**config.mk**
```make
export PLATFORM = sky130hd
export DESIGN_NAME = windowed_rate_mode_controller_unit
export DESIGN_NICKNAME = d
export VERILOG_FILES = /design/src/rtl/wrmc_pkg.sv /design/src/rtl/wrmc_divider.sv /design/src/rtl/wrmc_datapath.sv /design/src/rtl/wrmc_ctrl.sv /design/src/rtl/windowed_rate_mode_controller_unit.sv
export SDC_FILE = /design/constraint.sdc
export NUM_CORES = 2
export LEC_CHECK = 0
export BUFFER_PORTS_ARGS = -buffer_cell sky130_fd_sc_hd__buf_2
export CAP_MARGIN = 10
export CORE_MARGIN = 1.5
export CORE_UTILIZATION = 47
export DETAILED_ROUTE_END_ITERATION = 6
export SYNTH_ARGS = -nofsm -noshare
export SYNTH_HDL_FRONTEND = slang
export SYNTH_HIERARCHICAL = 1
export SYNTH_SLANG_ARGS = --single-unit
```
**constraint.sdc**
```tcl
create_clock -name clk_i -period 22.1 [get_ports clk_i]
set_input_delay 0 -clock clk_i [delete_from_list [all_inputs] [get_ports clk_i]]
set_output_delay 0 -clock clk_i [all_outputs]
set_load 0.01 [all_outputs]
```
**src/rtl/wrmc_pkg.sv**
```systemverilog
package wrmc_pkg;

  // Field and register widths
  localparam int unsigned DATA_W    = 48;
  localparam int unsigned CNT_W     = 32;
  localparam int unsigned MODE_W    = 2;
  localparam int unsigned CFG_IDX_W = 3;
  localparam int unsigned BYTE_W    = 8;

  // Default bucket count
  localparam int unsigned BUCKETS_DEF = 8;

  // Configuration register indexes
  localparam logic [CFG_IDX_W-1:0] CFG_WINDOW_LEN     = 3'd0;
  localparam logic [CFG_IDX_W-1:0] CFG_COOLDOWN_TICKS = 3'd1;
  localparam logic [CFG_IDX_W-1:0] CFG_UP_TO_HYBRID   = 3'd2;
  localparam logic [CFG_IDX_W-1:0] CFG_UP_TO_MULTI    = 3'd3;
  localparam logic [CFG_IDX_W-1:0] CFG_DOWN_TO_HYBRID = 3'd4;
  localparam logic [CFG_IDX_W-1:0] CFG_DOWN_TO_SINGLE = 3'd5;

  // Register reset values
  localparam logic [DATA_W-1:0] WINDOW_LEN_RST     = 48'd1024;
  localparam logic [DATA_W-1:0] COOLDOWN_TICKS_RST = 48'd0;
  localparam logic [CNT_W-1:0]  UP_TO_HYBRID_RST   = 32'd100;
  localparam logic [CNT_W-1:0]  UP_TO_MULTI_RST    = 32'd1000;
  localparam logic [CNT_W-1:0]  DOWN_TO_HYBRID_RST = 32'd500;
  localparam logic [CNT_W-1:0]  DOWN_TO_SINGLE_RST = 32'd50;

  // Request kinds
  localparam logic REQ_WRITE = 1'b0;
  localparam logic REQ_EVAL  = 1'b1;

  // Operating modes
  typedef enum logic [MODE_W-1:0] {
    MODE_SINGLE = 2'd0,
    MODE_HYBRID = 2'd1,
    MODE_MULTI  = 2'd2
  } mode_e;

  // Controller to datapath commands
  typedef struct packed {
    logic latch_in;    // capture the accepted item
    logic div_start;   // start the shared divider
    logic div_span;    // divider operands: max(window, buckets) / buckets
    logic span_load;   // capture bucket span
    logic epoch_load;  // capture epoch, slot, window floor, cooldown check
    logic rd;          // bucket memory read
    logic rd_scan;     // read address from scan counter (else slot)
    logic bucket_wr;   // write back the updated bucket
    logic mode_upd;    // apply the mode decision
    logic out_load;    // load result register
  } wrmc_cmd_t;

  // Datapath to controller status
  typedef struct packed {
    logic div_done;
    logic span_ok;
    logic req_eval;
    logic scan_last;
    logic out_free;
  } wrmc_sts_t;

endpackage

```
**src/rtl/wrmc_divider.sv**
```systemverilog
// Restoring divider, one quotient bit per cycle, MSB first. Also keeps the
// quotient modulo BUCKETS as the bits come out.
module wrmc_divider #(
  parameter int unsigned BUCKETS = wrmc_pkg::BUCKETS_DEF,
  localparam int unsigned IDX_W  = $clog2(BUCKETS)
) (
  input  logic                        clk_i,
  input  logic                        rst_ni,
  input  logic                        start_i,
  input  logic [wrmc_pkg::DATA_W-1:0] dividend_i,
  input  logic [wrmc_pkg::DATA_W-1:0] divisor_i,
  output logic                        done_o,
  output logic [wrmc_pkg::DATA_W-1:0] quot_o,
  output logic [IDX_W-1:0]            qmod_o
);

  localparam int unsigned DW    = wrmc_pkg::DATA_W;
  localparam int unsigned CNT_W = $clog2(DW + 1);
  localparam logic [IDX_W:0] B_EXT = (IDX_W + 1)'(BUCKETS);

  logic [DW:0]       rem_q, rem_d;
  logic [DW-1:0]     quot_q, quot_d;
  logic [DW-1:0]     dvs_q;
  logic [IDX_W-1:0]  mod_q, mod_d;
  logic [CNT_W-1:0]  cnt_q;
  logic              busy_q, done_q;

  logic [DW:0]       rem_sh;
  logic              qbit;
  logic [IDX_W:0]    mod_sh;

  // One restoring step
  always_comb begin
    rem_sh = {rem_q[DW-1:0], quot_q[DW-1]};
    qbit   = (rem_sh >= {1'b0, dvs_q});
    rem_d  = qbit ? (rem_sh - {1'b0, dvs_q}) : rem_sh;
    quot_d = {quot_q[DW-2:0], qbit};
    mod_sh = {mod_q, qbit};
    mod_d  = (mod_sh >= B_EXT) ? IDX_W'(mod_sh - B_EXT) : IDX_W'(mod_sh);
  end

  // Control: busy flag, step counter, done pulse
  always_ff @(posedge clk_i or negedge rst_ni) begin
    if (!rst_ni) begin
      busy_q <= 1'b0;
      done_q <= 1'b0;
      cnt_q  <= '0;
    end else begin
      done_q <= busy_q && (cnt_q == CNT_W'(1));
      if (start_i) begin
        busy_q <= 1'b1;
        cnt_q  <= CNT_W'(DW);
      end else if (busy_q) begin
        cnt_q <= cnt_q - CNT_W'(1);
        if (cnt_q == CNT_W'(1)) begin
          busy_q <= 1'b0;
        end
      end
    end
  end

  // Operand and partial result registers
  always_ff @(posedge clk_i) begin
    if (start_i) begin
      rem_q  <= '0;
      quot_q <= dividend_i;
      dvs_q  <= divisor_i;
      mod_q  <= '0;
    end else if (busy_q) begin
      rem_q  <= rem_d;
      quot_q <= quot_d;
      mod_q  <= mod_d;
    end
  end

  assign done_o = done_q;
  assign quot_o = quot_q;
  assign qmod_o = mod_q;

endmodule

```
**src/rtl/wrmc_datapath.sv**
```systemverilog
// Configuration registers, bucket store, window sum and mode register.
module wrmc_datapath #(
  parameter int unsigned BUCKETS = wrmc_pkg::BUCKETS_DEF
) (
  input  logic                           clk_i,
  input  logic                           rst_ni,
  input  wrmc_pkg::wrmc_cmd_t            cmd_i,
  output wrmc_pkg::wrmc_sts_t            sts_o,
  input  logic                           cfg_we_i,
  input  logic [wrmc_pkg::CFG_IDX_W-1:0] cfg_index_i,
  input  logic [wrmc_pkg::DATA_W-1:0]    cfg_data_i,
  input  logic                           req_type_i,
  input  logic [wrmc_pkg::DATA_W-1:0]    event_time_i,
  input  logic                           out_ready_i,
  output logic                           out_valid_o,
  output logic [wrmc_pkg::MODE_W-1:0]    mode_o
);

  localparam int unsigned DW    = wrmc_pkg::DATA_W;
  localparam int unsigned CW    = wrmc_pkg::CNT_W;
  localparam int unsigned IDX_W = $clog2(BUCKETS);
  localparam int unsigned ACC_W = CW + IDX_W;
  localparam logic [DW-1:0] B_DW   = DW'(BUCKETS);
  localparam logic [DW:0]   B_DW1  = (DW + 1)'(BUCKETS);
  localparam logic [IDX_W-1:0] IDX_LAST = IDX_W'(BUCKETS - 1);

  // Configuration registers
  logic [DW-1:0] window_q, cool_q;
  logic [CW-1:0] th_uh_q, th_um_q, th_dh_q, th_ds_q;
  logic          span_ok_q;

  always_ff @(posedge clk_i or negedge rst_ni) begin
    if (!rst_ni) begin
      window_q  <= wrmc_pkg::WINDOW_LEN_RST;
      cool_q    <= wrmc_pkg::COOLDOWN_TICKS_RST;
      th_uh_q   <= wrmc_pkg::UP_TO_HYBRID_RST;
      th_um_q   <= wrmc_pkg::UP_TO_MULTI_RST;
      th_dh_q   <= wrmc_pkg::DOWN_TO_HYBRID_RST;
      th_ds_q   <= wrmc_pkg::DOWN_TO_SINGLE_RST;
      span_ok_q <= 1'b0;
    end else begin
      if (cmd_i.span_load) begin
        span_ok_q <= 1'b1;
      end
      if (cfg_we_i) begin
        case (cfg_index_i)
          wrmc_pkg::CFG_WINDOW_LEN: begin
            window_q  <= cfg_data_i;
            span_ok_q <= 1'b0;
          end
          wrmc_pkg::CFG_COOLDOWN_TICKS: cool_q  <= cfg_data_i;
          wrmc_pkg::CFG_UP_TO_HYBRID:   th_uh_q <= cfg_data_i[CW-1:0];
          wrmc_pkg::CFG_UP_TO_MULTI:    th_um_q <= cfg_data_i[CW-1:0];
          wrmc_pkg::CFG_DOWN_TO_HYBRID: th_dh_q <= cfg_data_i[CW-1:0];
          wrmc_pkg::CFG_DOWN_TO_SINGLE: th_ds_q <= cfg_data_i[CW-1:0];
          default: ;
        endcase
      end
    end
  end

  // Accepted item
  logic          req_q;
  logic [DW-1:0] time_q;

  always_ff @(posedge clk_i) begin
    if (cmd_i.latch_in) begin
      req_q  <= req_type_i;
      time_q <= event_time_i;
    end
  end

  // Shared divider: span = max(window, B) / B, then epoch = time / span
  logic [DW-1:0]    span_q;
  logic [DW-1:0]    div_a, div_b;
  logic             div_done;
  logic [DW-1:0]    div_quot;
  logic [IDX_W-1:0] div_qmod;

  assign div_a = cmd_i.div_span ? ((window_q < B_DW) ? B_DW : window_q) : time_q;
  assign div_b = cmd_i.div_span ? B_DW : span_q;

  wrmc_divider #(
    .BUCKETS (BUCKETS)
  ) u_div (
    .clk_i      (clk_i),
    .rst_ni     (rst_ni),
    .start_i    (cmd_i.div_start),
    .dividend_i (div_a),
    .divisor_i  (div_b),
    .done_o     (div_done),
    .quot_o     (div_quot),
    .qmod_o     (div_qmod)
  );

  always_ff @(posedge clk_i) begin
    if (cmd_i.span_load) begin
      span_q <= div_quot;
    end
  end

  // Epoch, slot, oldest epoch in window, cooldown check
  logic [DW-1:0]    epoch_q, oldest_q;
  logic [IDX_W-1:0] slot_q;
  logic             may_q;
  logic [DW:0]      epoch_p1;
  logic [DW-1:0]    since_last;
  logic [DW-1:0]    last_q;

  assign epoch_p1   = {1'b0, div_quot} + (DW + 1)'(1);
  assign since_last = time_q - last_q;

  always_ff @(posedge clk_i) begin
    if (cmd_i.epoch_load) begin
      epoch_q  <= div_quot;
      slot_q   <= div_qmod;
      oldest_q <= (epoch_p1 >= B_DW1) ? DW'(epoch_p1 - B_DW1) : '0;
      may_q    <= (last_q == '0) || ((time_q >= last_q) && (since_last >= cool_q));
    end
  end

  // Bucket store: epoch and count per slot, valid bits read as empty
  logic [DW-1:0]    mem_epoch_q [BUCKETS];
  logic [CW-1:0]    mem_cnt_q   [BUCKETS];
  logic [BUCKETS-1:0] vld_q;
  logic [IDX_W-1:0] scan_idx_q;
  logic [IDX_W-1:0] rd_addr;
  logic [DW-1:0]    rd_epoch_q;
  logic [CW-1:0]    rd_cnt_q;
  logic             rd_vld_q;
  logic             add_pend_q;
  logic             hit;
  logic [CW-1:0]    new_cnt;

  assign rd_addr = cmd_i.rd_scan ? scan_idx_q : slot_q;
  assign hit     = rd_vld_q && (rd_epoch_q == epoch_q);
  assign new_cnt = !hit ? CW'(1) : ((&rd_cnt_q) ? rd_cnt_q : rd_cnt_q + CW'(1));

  always_ff @(posedge clk_i) begin
    if (cmd_i.rd) begin
      rd_epoch_q <= mem_epoch_q[rd_addr];
      rd_cnt_q   <= mem_cnt_q[rd_addr];
    end
    if (cmd_i.bucket_wr) begin
      mem_epoch_q[slot_q] <= epoch_q;
      mem_cnt_q[slot_q]   <= new_cnt;
    end
  end

  always_ff @(posedge clk_i or negedge rst_ni) begin
    if (!rst_ni) begin
      vld_q      <= '0;
      rd_vld_q   <= 1'b0;
      add_pend_q <= 1'b0;
      scan_idx_q <= '0;
    end else begin
      add_pend_q <= cmd_i.rd && cmd_i.rd_scan;
      if (cmd_i.rd) begin
        rd_vld_q <= vld_q[rd_addr];
      end
      if (cmd_i.bucket_wr) begin
        vld_q[slot_q] <= 1'b1;
      end
      if (cmd_i.epoch_load) begin
        scan_idx_q <= '0;
      end else if (cmd_i.rd && cmd_i.rd_scan) begin
        scan_idx_q <= (scan_idx_q == IDX_LAST) ? '0 : scan_idx_q + IDX_W'(1);
      end
    end
  end

  // Window sum, one bucket per cycle
  logic [ACC_W-1:0] acc_q;
  logic             in_win;

  assign in_win = rd_vld_q && (rd_epoch_q >= oldest_q) && (rd_epoch_q <= epoch_q);

  always_ff @(posedge clk_i) begin
    if (cmd_i.epoch_load) begin
      acc_q <= '0;
    end else if (add_pend_q && in_win) begin
      acc_q <= acc_q + ACC_W'(rd_cnt_q);
    end
  end

  // Mode decision with hysteresis
  wrmc_pkg::mode_e  mode_q, mode_nx;
  logic             sw;

  always_comb begin
    mode_nx = mode_q;
    case (mode_q)
      wrmc_pkg::MODE_SINGLE: begin
        if (acc_q >= ACC_W'(th_uh_q)) mode_nx = wrmc_pkg::MODE_HYBRID;
      end
      wrmc_pkg::MODE_HYBRID: begin
        if (acc_q >= ACC_W'(th_um_q)) begin
          mode_nx = wrmc_pkg::MODE_MULTI;
        end else if (acc_q <= ACC_W'(th_ds_q)) begin
          mode_nx = wrmc_pkg::MODE_SINGLE;
        end
      end
      wrmc_pkg::MODE_MULTI: begin
        if (acc_q <= ACC_W'(th_dh_q)) mode_nx = wrmc_pkg::MODE_HYBRID;
      end
      default: mode_nx = mode_q;
    endcase
  end

  assign sw = may_q && (mode_nx != mode_q);

  // Mode state and result register
  logic                          out_valid_q;
  logic [wrmc_pkg::MODE_W-1:0]   out_mode_q;

  always_ff @(posedge clk_i or negedge rst_ni) begin
    if (!rst_ni) begin
      mode_q      <= wrmc_pkg::MODE_SINGLE;
      last_q      <= '0;
      out_valid_q <= 1'b0;
    end else begin
      if (cmd_i.mode_upd && sw) begin
        mode_q <= mode_nx;
        last_q <= time_q;
      end
      if (cmd_i.out_load) begin
        out_valid_q <= 1'b1;
      end else if (out_ready_i) begin
        out_valid_q <= 1'b0;
      end
    end
  end

  always_ff @(posedge clk_i) begin
    if (cmd_i.out_load) begin
      out_mode_q <= sw ? mode_nx : mode_q;
    end
  end

  assign out_valid_o = out_valid_q;
  assign mode_o      = out_mode_q;

  assign sts_o.div_done  = div_done;
  assign sts_o.span_ok   = span_ok_q;
  assign sts_o.req_eval  = (req_q == wrmc_pkg::REQ_EVAL);
  assign sts_o.scan_last = (scan_idx_q == IDX_LAST);
  assign sts_o.out_free  = !out_valid_q || out_ready_i;

endmodule

```
**src/rtl/wrmc_ctrl.sv**
```systemverilog
// Sequencer: span and epoch divisions, bucket update or window scan, decision.
module wrmc_ctrl (
  input  logic                clk_i,
  input  logic                rst_ni,
  input  logic                in_valid_i,
  output logic                in_ready_o,
  input  wrmc_pkg::wrmc_sts_t sts_i,
  output wrmc_pkg::wrmc_cmd_t cmd_o
);

  typedef enum logic [9:0] {
    S_IDLE      = 10'b0000000001,
    S_SPAN_GO   = 10'b0000000010,
    S_SPAN      = 10'b0000000100,
    S_EPOCH_GO  = 10'b0000001000,
    S_EPOCH     = 10'b0000010000,
    S_RD        = 10'b0000100000,
    S_WR        = 10'b0001000000,
    S_SCAN      = 10'b0010000000,
    S_SCAN_TAIL = 10'b0100000000,
    S_DECIDE    = 10'b1000000000
  } state_e;

  state_e state_q, state_d;

  always_ff @(posedge clk_i or negedge rst_ni) begin
    if (!rst_ni) begin
      state_q <= S_IDLE;
    end else begin
      state_q <= state_d;
    end
  end

  // Next state and commands
  always_comb begin
    state_d    = state_q;
    cmd_o      = '0;
    in_ready_o = 1'b0;
    case (state_q)
      S_IDLE: begin
        in_ready_o = 1'b1;
        if (in_valid_i) begin
          cmd_o.latch_in = 1'b1;
          state_d        = sts_i.span_ok ? S_EPOCH_GO : S_SPAN_GO;
        end
      end
      S_SPAN_GO: begin
        cmd_o.div_start = 1'b1;
        cmd_o.div_span  = 1'b1;
        state_d         = S_SPAN;
      end
      S_SPAN: begin
        if (sts_i.div_done) begin
          cmd_o.span_load = 1'b1;
          state_d         = S_EPOCH_GO;
        end
      end
      S_EPOCH_GO: begin
        cmd_o.div_start = 1'b1;
        state_d         = S_EPOCH;
      end
      S_EPOCH: begin
        if (sts_i.div_done) begin
          cmd_o.epoch_load = 1'b1;
          state_d          = sts_i.req_eval ? S_SCAN : S_RD;
        end
      end
      S_RD: begin
        cmd_o.rd = 1'b1;
        state_d  = S_WR;
      end
      S_WR: begin
        cmd_o.bucket_wr = 1'b1;
        state_d         = S_IDLE;
      end
      S_SCAN: begin
        cmd_o.rd      = 1'b1;
        cmd_o.rd_scan = 1'b1;
        if (sts_i.scan_last) begin
          state_d = S_SCAN_TAIL;
        end
      end
      S_SCAN_TAIL: begin
        state_d = S_DECIDE;
      end
      S_DECIDE: begin
        if (sts_i.out_free) begin
          cmd_o.mode_upd = 1'b1;
          cmd_o.out_load = 1'b1;
          state_d        = S_IDLE;
        end
      end
      default: state_d = S_IDLE;
    endcase
  end

endmodule

```
**src/rtl/windowed_rate_mode_controller_unit.sv**
```systemverilog
// Windowed write-rate mode controller. Write events (tuser 0) count into one
// of BUCKETS time buckets; evaluate requests (tuser 1) sum the buckets of the
// last BUCKETS epochs and step the mode (single, hybrid, multilevel) with
// hysteresis and a cooldown, returning one result carrying the mode. Items
// are handled one at a time; a shared 48-bit divider producing one quotient
// bit per cycle sets the pace. A write event divides its time by the span,
// then reads and writes back its bucket; an evaluate request divides too,
// then reads every bucket, one bucket read per cycle, and may wait for the
// result register to drain. The first item after reset or after a
// window_len write first derives the bucket span with the same divider.
// Configuration writes are always ready and take effect in the next cycle.
module windowed_rate_mode_controller_unit #(
  parameter int unsigned BUCKETS = wrmc_pkg::BUCKETS_DEF
) (
  input  logic                           clk_i,
  input  logic                           rst_ni,
  // Input stream
  input  logic                           s_axis_tvalid_i,
  output logic                           s_axis_tready_o,
  input  logic [wrmc_pkg::DATA_W-1:0]    s_axis_tdata_i,  // [47:0] event_time
  input  logic                           s_axis_tuser_i,  // [0] req_type
  // Result stream
  output logic                           m_axis_tvalid_o,
  input  logic                           m_axis_tready_i,
  output logic [wrmc_pkg::BYTE_W-1:0]    m_axis_tdata_o,  // [1:0] mode, [7:2] zero
  // Configuration write
  input  logic                           cfg_valid_i,
  output logic                           cfg_ready_o,
  input  logic [wrmc_pkg::CFG_IDX_W-1:0] cfg_index_i,
  input  logic [wrmc_pkg::DATA_W-1:0]    cfg_data_i
);

  wrmc_pkg::wrmc_cmd_t         cmd;
  wrmc_pkg::wrmc_sts_t         sts;
  logic [wrmc_pkg::MODE_W-1:0] mode;

  assign cfg_ready_o = 1'b1;

  wrmc_ctrl u_ctrl (
    .clk_i      (clk_i),
    .rst_ni     (rst_ni),
    .in_valid_i (s_axis_tvalid_i),
    .in_ready_o (s_axis_tready_o),
    .sts_i      (sts),
    .cmd_o      (cmd)
  );

  wrmc_datapath #(
    .BUCKETS (BUCKETS)
  ) u_dp (
    .clk_i        (clk_i),
    .rst_ni       (rst_ni),
    .cmd_i        (cmd),
    .sts_o        (sts),
    .cfg_we_i     (cfg_valid_i && cfg_ready_o),
    .cfg_index_i  (cfg_index_i),
    .cfg_data_i   (cfg_data_i),
    .req_type_i   (s_axis_tuser_i),
    .event_time_i (s_axis_tdata_i),
    .out_ready_i  (m_axis_tready_i),
    .out_valid_o  (m_axis_tvalid_o),
    .mode_o       (mode)
  );

  assign m_axis_tdata_o = {{(wrmc_pkg::BYTE_W - wrmc_pkg::MODE_W){1'b0}}, mode};

  // Reported mode is never the unused code
  a_mode_legal: assert property (@(posedge clk_i) disable iff (!rst_ni)
    m_axis_tvalid_o |-> (m_axis_tdata_o[1:0] != 2'b11))
    else $error("reported mode code out of range");

  // A new result only appears after an item was being worked on
  a_result_after_work: assert property (@(posedge clk_i) disable iff (!rst_ni)
    $rose(m_axis_tvalid_o) |-> $past(!s_axis_tready_o))
    else $error("result raised while controller was idle");

  // Bucket write-back only for write events
  a_write_only_events: assert property (@(posedge clk_i) disable iff (!rst_ni)
    cmd.bucket_wr |-> !sts.req_eval)
    else $error("bucket written during an evaluate request");

  // Divider never finishes in the cycle after it starts
  a_div_latency: assert property (@(posedge clk_i) disable iff (!rst_ni)
    cmd.div_start |=> !sts.div_done)
    else $error("divider done too early");

endmodule
```
==> out/results.ini <==
[synth]
synth_top_family_by_area=multiplexers
synthAdderAreaFrac_pct=7.42
yosys.area_share.simple_pct=8.99
synth_xor_xnor_area_share_pct=2.65
syn_inst=5365
muxShareOfSynthArea_pct=11.7
avgSynthCellArea_um2=13.0
synth_warnings=6
synth_flop_cell=edfxtp_1
yosys.cell_types.count=105
synth_edf_count=1015
seq_area_frac_synth_pct=57.3
syn_area_um2=69600
synthArstFlopShare_pct=21.8
synth_compound_gate_area_share_pct=8.31
ys_ff_latch=1408

[pwr]
p_sw_share_pct=31.8
irDropWorstVdd_mv=0.0828
power_density_nw_per_um2=103
p_comb_share_pct=26.1
leakagePower_nw=31.2
switchingPower_mw=2.58
p_total_mw=8.11
internal_power_mw=5.53
p_clk_share_pct=31.0
p_seq_share_pct=42.9

[global_routing]
grt_pass1_wl_um=268000
overflow=0
grt_start_max_net_pins=147
antenna_found_initial=4
first_global_vias=44251
grt_use_total_pct=23.4

[detailed_routing]
drtAntennaViolNets=0
drc=0
first_pass_iters=5
viasPerCell=5.68
drt-initial-drc-count=3210
wl_per_cell_um=22.6
wirelength_um=175000
vias=43877

[floorplanning]
num_rows=141
die_h_um=388
initial_core_util_pct=47.2
core_um2=147000
io-pin-count=116
die_w_um=388
fp.dieArea_um2=150000

[cts]
cts.sinks=1408
cts_max_level=4
root_buffer=clkbuf_16
path_clk_slew_ns=0.06
cts_resized=0
cts_tree=done
clock_latency_ns=0.79
numCtsBuffers=151
clockBufferDepth=3

[worst_setup_path]
setup.worst_path.start_class=flop
timing.critical_path.from=u_dp/time_q[0]
r2r-start=u_dp/time_q[0]
worstPathArrival_ns=6.09
crit_type=reg -> reg
crit_fanout=5
worstPathRequired_ns=22.64
cp-end-kind=flop

[layout]
largest_reg_flops=384
layout.nets=6188
fillCellCount=12333
final_core_util_pct=53.6
multi_input_area_um2=27400
layout-drive-gt1-share_pct=17.1
seq_area_um2=39900
syn_to_final_growth_pct=13.5
biggestRegsByFlops=u_dp/mem_epoch_q x384, u_dp/mem_cnt_q x256
regMostFlops=u_dp/mem_epoch_q

[place]
port_buffers=108
hpwl_um=115000
gp_congestion=0.902

[timing]
slew_violations=0
timing.final.crit_share_pct=25.1
rsz0062_at_grt=no
worstMarginPinSlew_ns=1.14
max_freq_mhz=180
finalHoldViolCount=0
fin_crit_ns=5.55
finalSetupTns_ns=0
setup_viol=0
maxSlewHeadroom_pct=23.6
clock_skew_ns=0.0291

[flow_run]
drv_cap=0

[outcome]
status=finished clean

[hold_path]
hold_path_class=in -> reg
min-delay-start=s_axis_tdata_i[8]

==> final timing paths <==
check / to / slack (ns) / depth (start not counted)
min: u_dp/time_q[8] / 0.07 / 2
max reg2reg: u_dp/may_q / 16.55 / 26
min in group asynchronous: u_dp/window_q[33] / 0.39 / 4
max: u_dp/may_q / 16.55 / 26
max in group asynchronous: u_dp/th_uh_q[8] / 20.06 / 5
min reg2reg: u_dp/slot_q[2] / 0.43 / 0
==> Yosys cell counts, types with 18 or more instances <==
cell         n  area, µm²
nand2b_1    40        250
o21a_1      31        233
mux4_2     162       3650
dfrtp_1    287       7180
or3_1       23        144
and3_1      41        257
nor4_1      48        300
a21o_1     148       1110
o21ai_0    230       1150
nand4_1     98        613
a311oi_1    18        158
a211oi_1    46        345
dfstp_2     20        526
nand3_1     84        420
nand2_1    302       1130
xor2_1      83        727
nor2_1     311       1170
a21oi_1    239       1200
inv_1      427       1600
and2_1      24        150
xnor2_1    128       1120
edfxtp_1  1015      30500
o21bai_1    23        173
ha_1       408       5100
nor2b_1     88        551
dfxtp_1     86       1720
buf_2       18       90.1
mux2_2     336       3780
clkbuf_1   131        492
o21ai_1     29        145
and4_1      23        201
mux2i_1     70        701
buf_1       20       75.1
nor3_1      55        275
==> critical path, stage by stage (launching register included) <==
cell and delay [ns]:
edfxtp_1 0.38, inv_1 0.08, ha_1 0.17, inv_1 0.05, fa_1 0.40, a21oi_1 0.19
o22ai_1 0.16, o21ai_0 0.19, nand3_1 0.24, a21oi_1 0.41, nand3_1 0.19, a311oi_1 0.52
o221ai_1 0.21, a21oi_1 0.33, o21ai_0 0.17, xnor2_1 0.15, ha_1 0.29, nor2b_1 0.13
o21ai_0 0.14, nand2b_1 0.08, a21oi_1 0.15, nor2b_1 0.06, o21ai_0 0.14, nand2b_1 0.07
a22oi_1 0.17, and3b_1 0.17, o21ai_0 0.08
==> timing repair <==
item,in CTS,in global routing
hold buffers,172,0
setup buffers,0,0
hold endpoints to repair,460,0
==> cells by family after synthesis <==
group,after synthesis
DFF,1408
muxes,568
other,2
xor gates and xnor gates,211
adders and majority gates,411
AOI/OAI and AO/OA,915
buffers and inverters,624
and+or+nand+nor,1226
==> area by class of cell <==
class                           instances  share of cell area, %
Inverter                              428                   2.03
Tap cell                             1930                   3.06
Timing Repair Buffer                  345                   3.53
Clock buffer                          210                   5.29
Multi-Input combinational cell       3338                   34.7
Clock inverter                         71                  0.902
Sequential cell                      1408                   50.5
Antenna cell                            1                0.00317
==> layout by cell type, fill, tap and decap left out, types with 31 or more instances in the layout <==
cell type	n
dlygate4sd3_1	171
and3_1	41
buf_4	64
nor2b_1	88
a21oi_1	238
xnor2_1	128
mux2_2	336
dfxtp_1	86
edfxtp_1	1015
o21ai_0	230
xor2_1	83
nand4_1	98
buf_2	107
a211oi_1	46
nand2_1	300
clkbuf_16	154
nor3_1	51
nor2_1	301
ha_1	408
mux4_2	162
mux2i_1	67
nand3_1	84
a21o_1	148
nand2b_1	40
clkbuf_1	44
dfrtp_1	286
o21a_1	31
nor4_1	46
inv_1	426
==> power groups by stage <==
| stage | combinational [mW] | sequential [mW] | clock [mW] |
|---|---|---|---|
| floorplan | 1.59 | 3.37 | 0 |
| global placement | 2.05 | 3.52 | 0 |
| detailed placement | 2.06 | 3.52 | 0 |
| CTS | 2.10 | 3.47 | 2.57 |
| global route | 2.36 | 3.50 | 2.67 |
| finish | 2.12 | 3.48 | 2.51 |
==> stage by stage <==
| stage | area, µm² | hold WS (ns) | instances | setup slack [ns] |
|---|---|---|---|---|
| global route | 79000 | 0.0509 | 7730 | 16.09 |
| finish | 79000 | 0.0690 | 7731 | 16.55 |
| global placement | 72400 | -0.0145 | 7277 | 16.53 |
| CTS | 79000 | 0.0192 | 7730 | 16.54 |
| floorplan | 69700 | -0.296 | 5370 | 11.68 |
| detailed placement | 72400 | -0.0160 | 7277 | 16.56 |
==> metal layers <==
layer | GRT usage (%) | routed length, µm
met1 | 32.8 | 80100
met2 | 38.0 | 81900
met3 | 3.28 | 8290
met4 | 6.37 | 4340
met5 | 0 | 0
No activity file was read; power rests on OpenSTA's default activity.
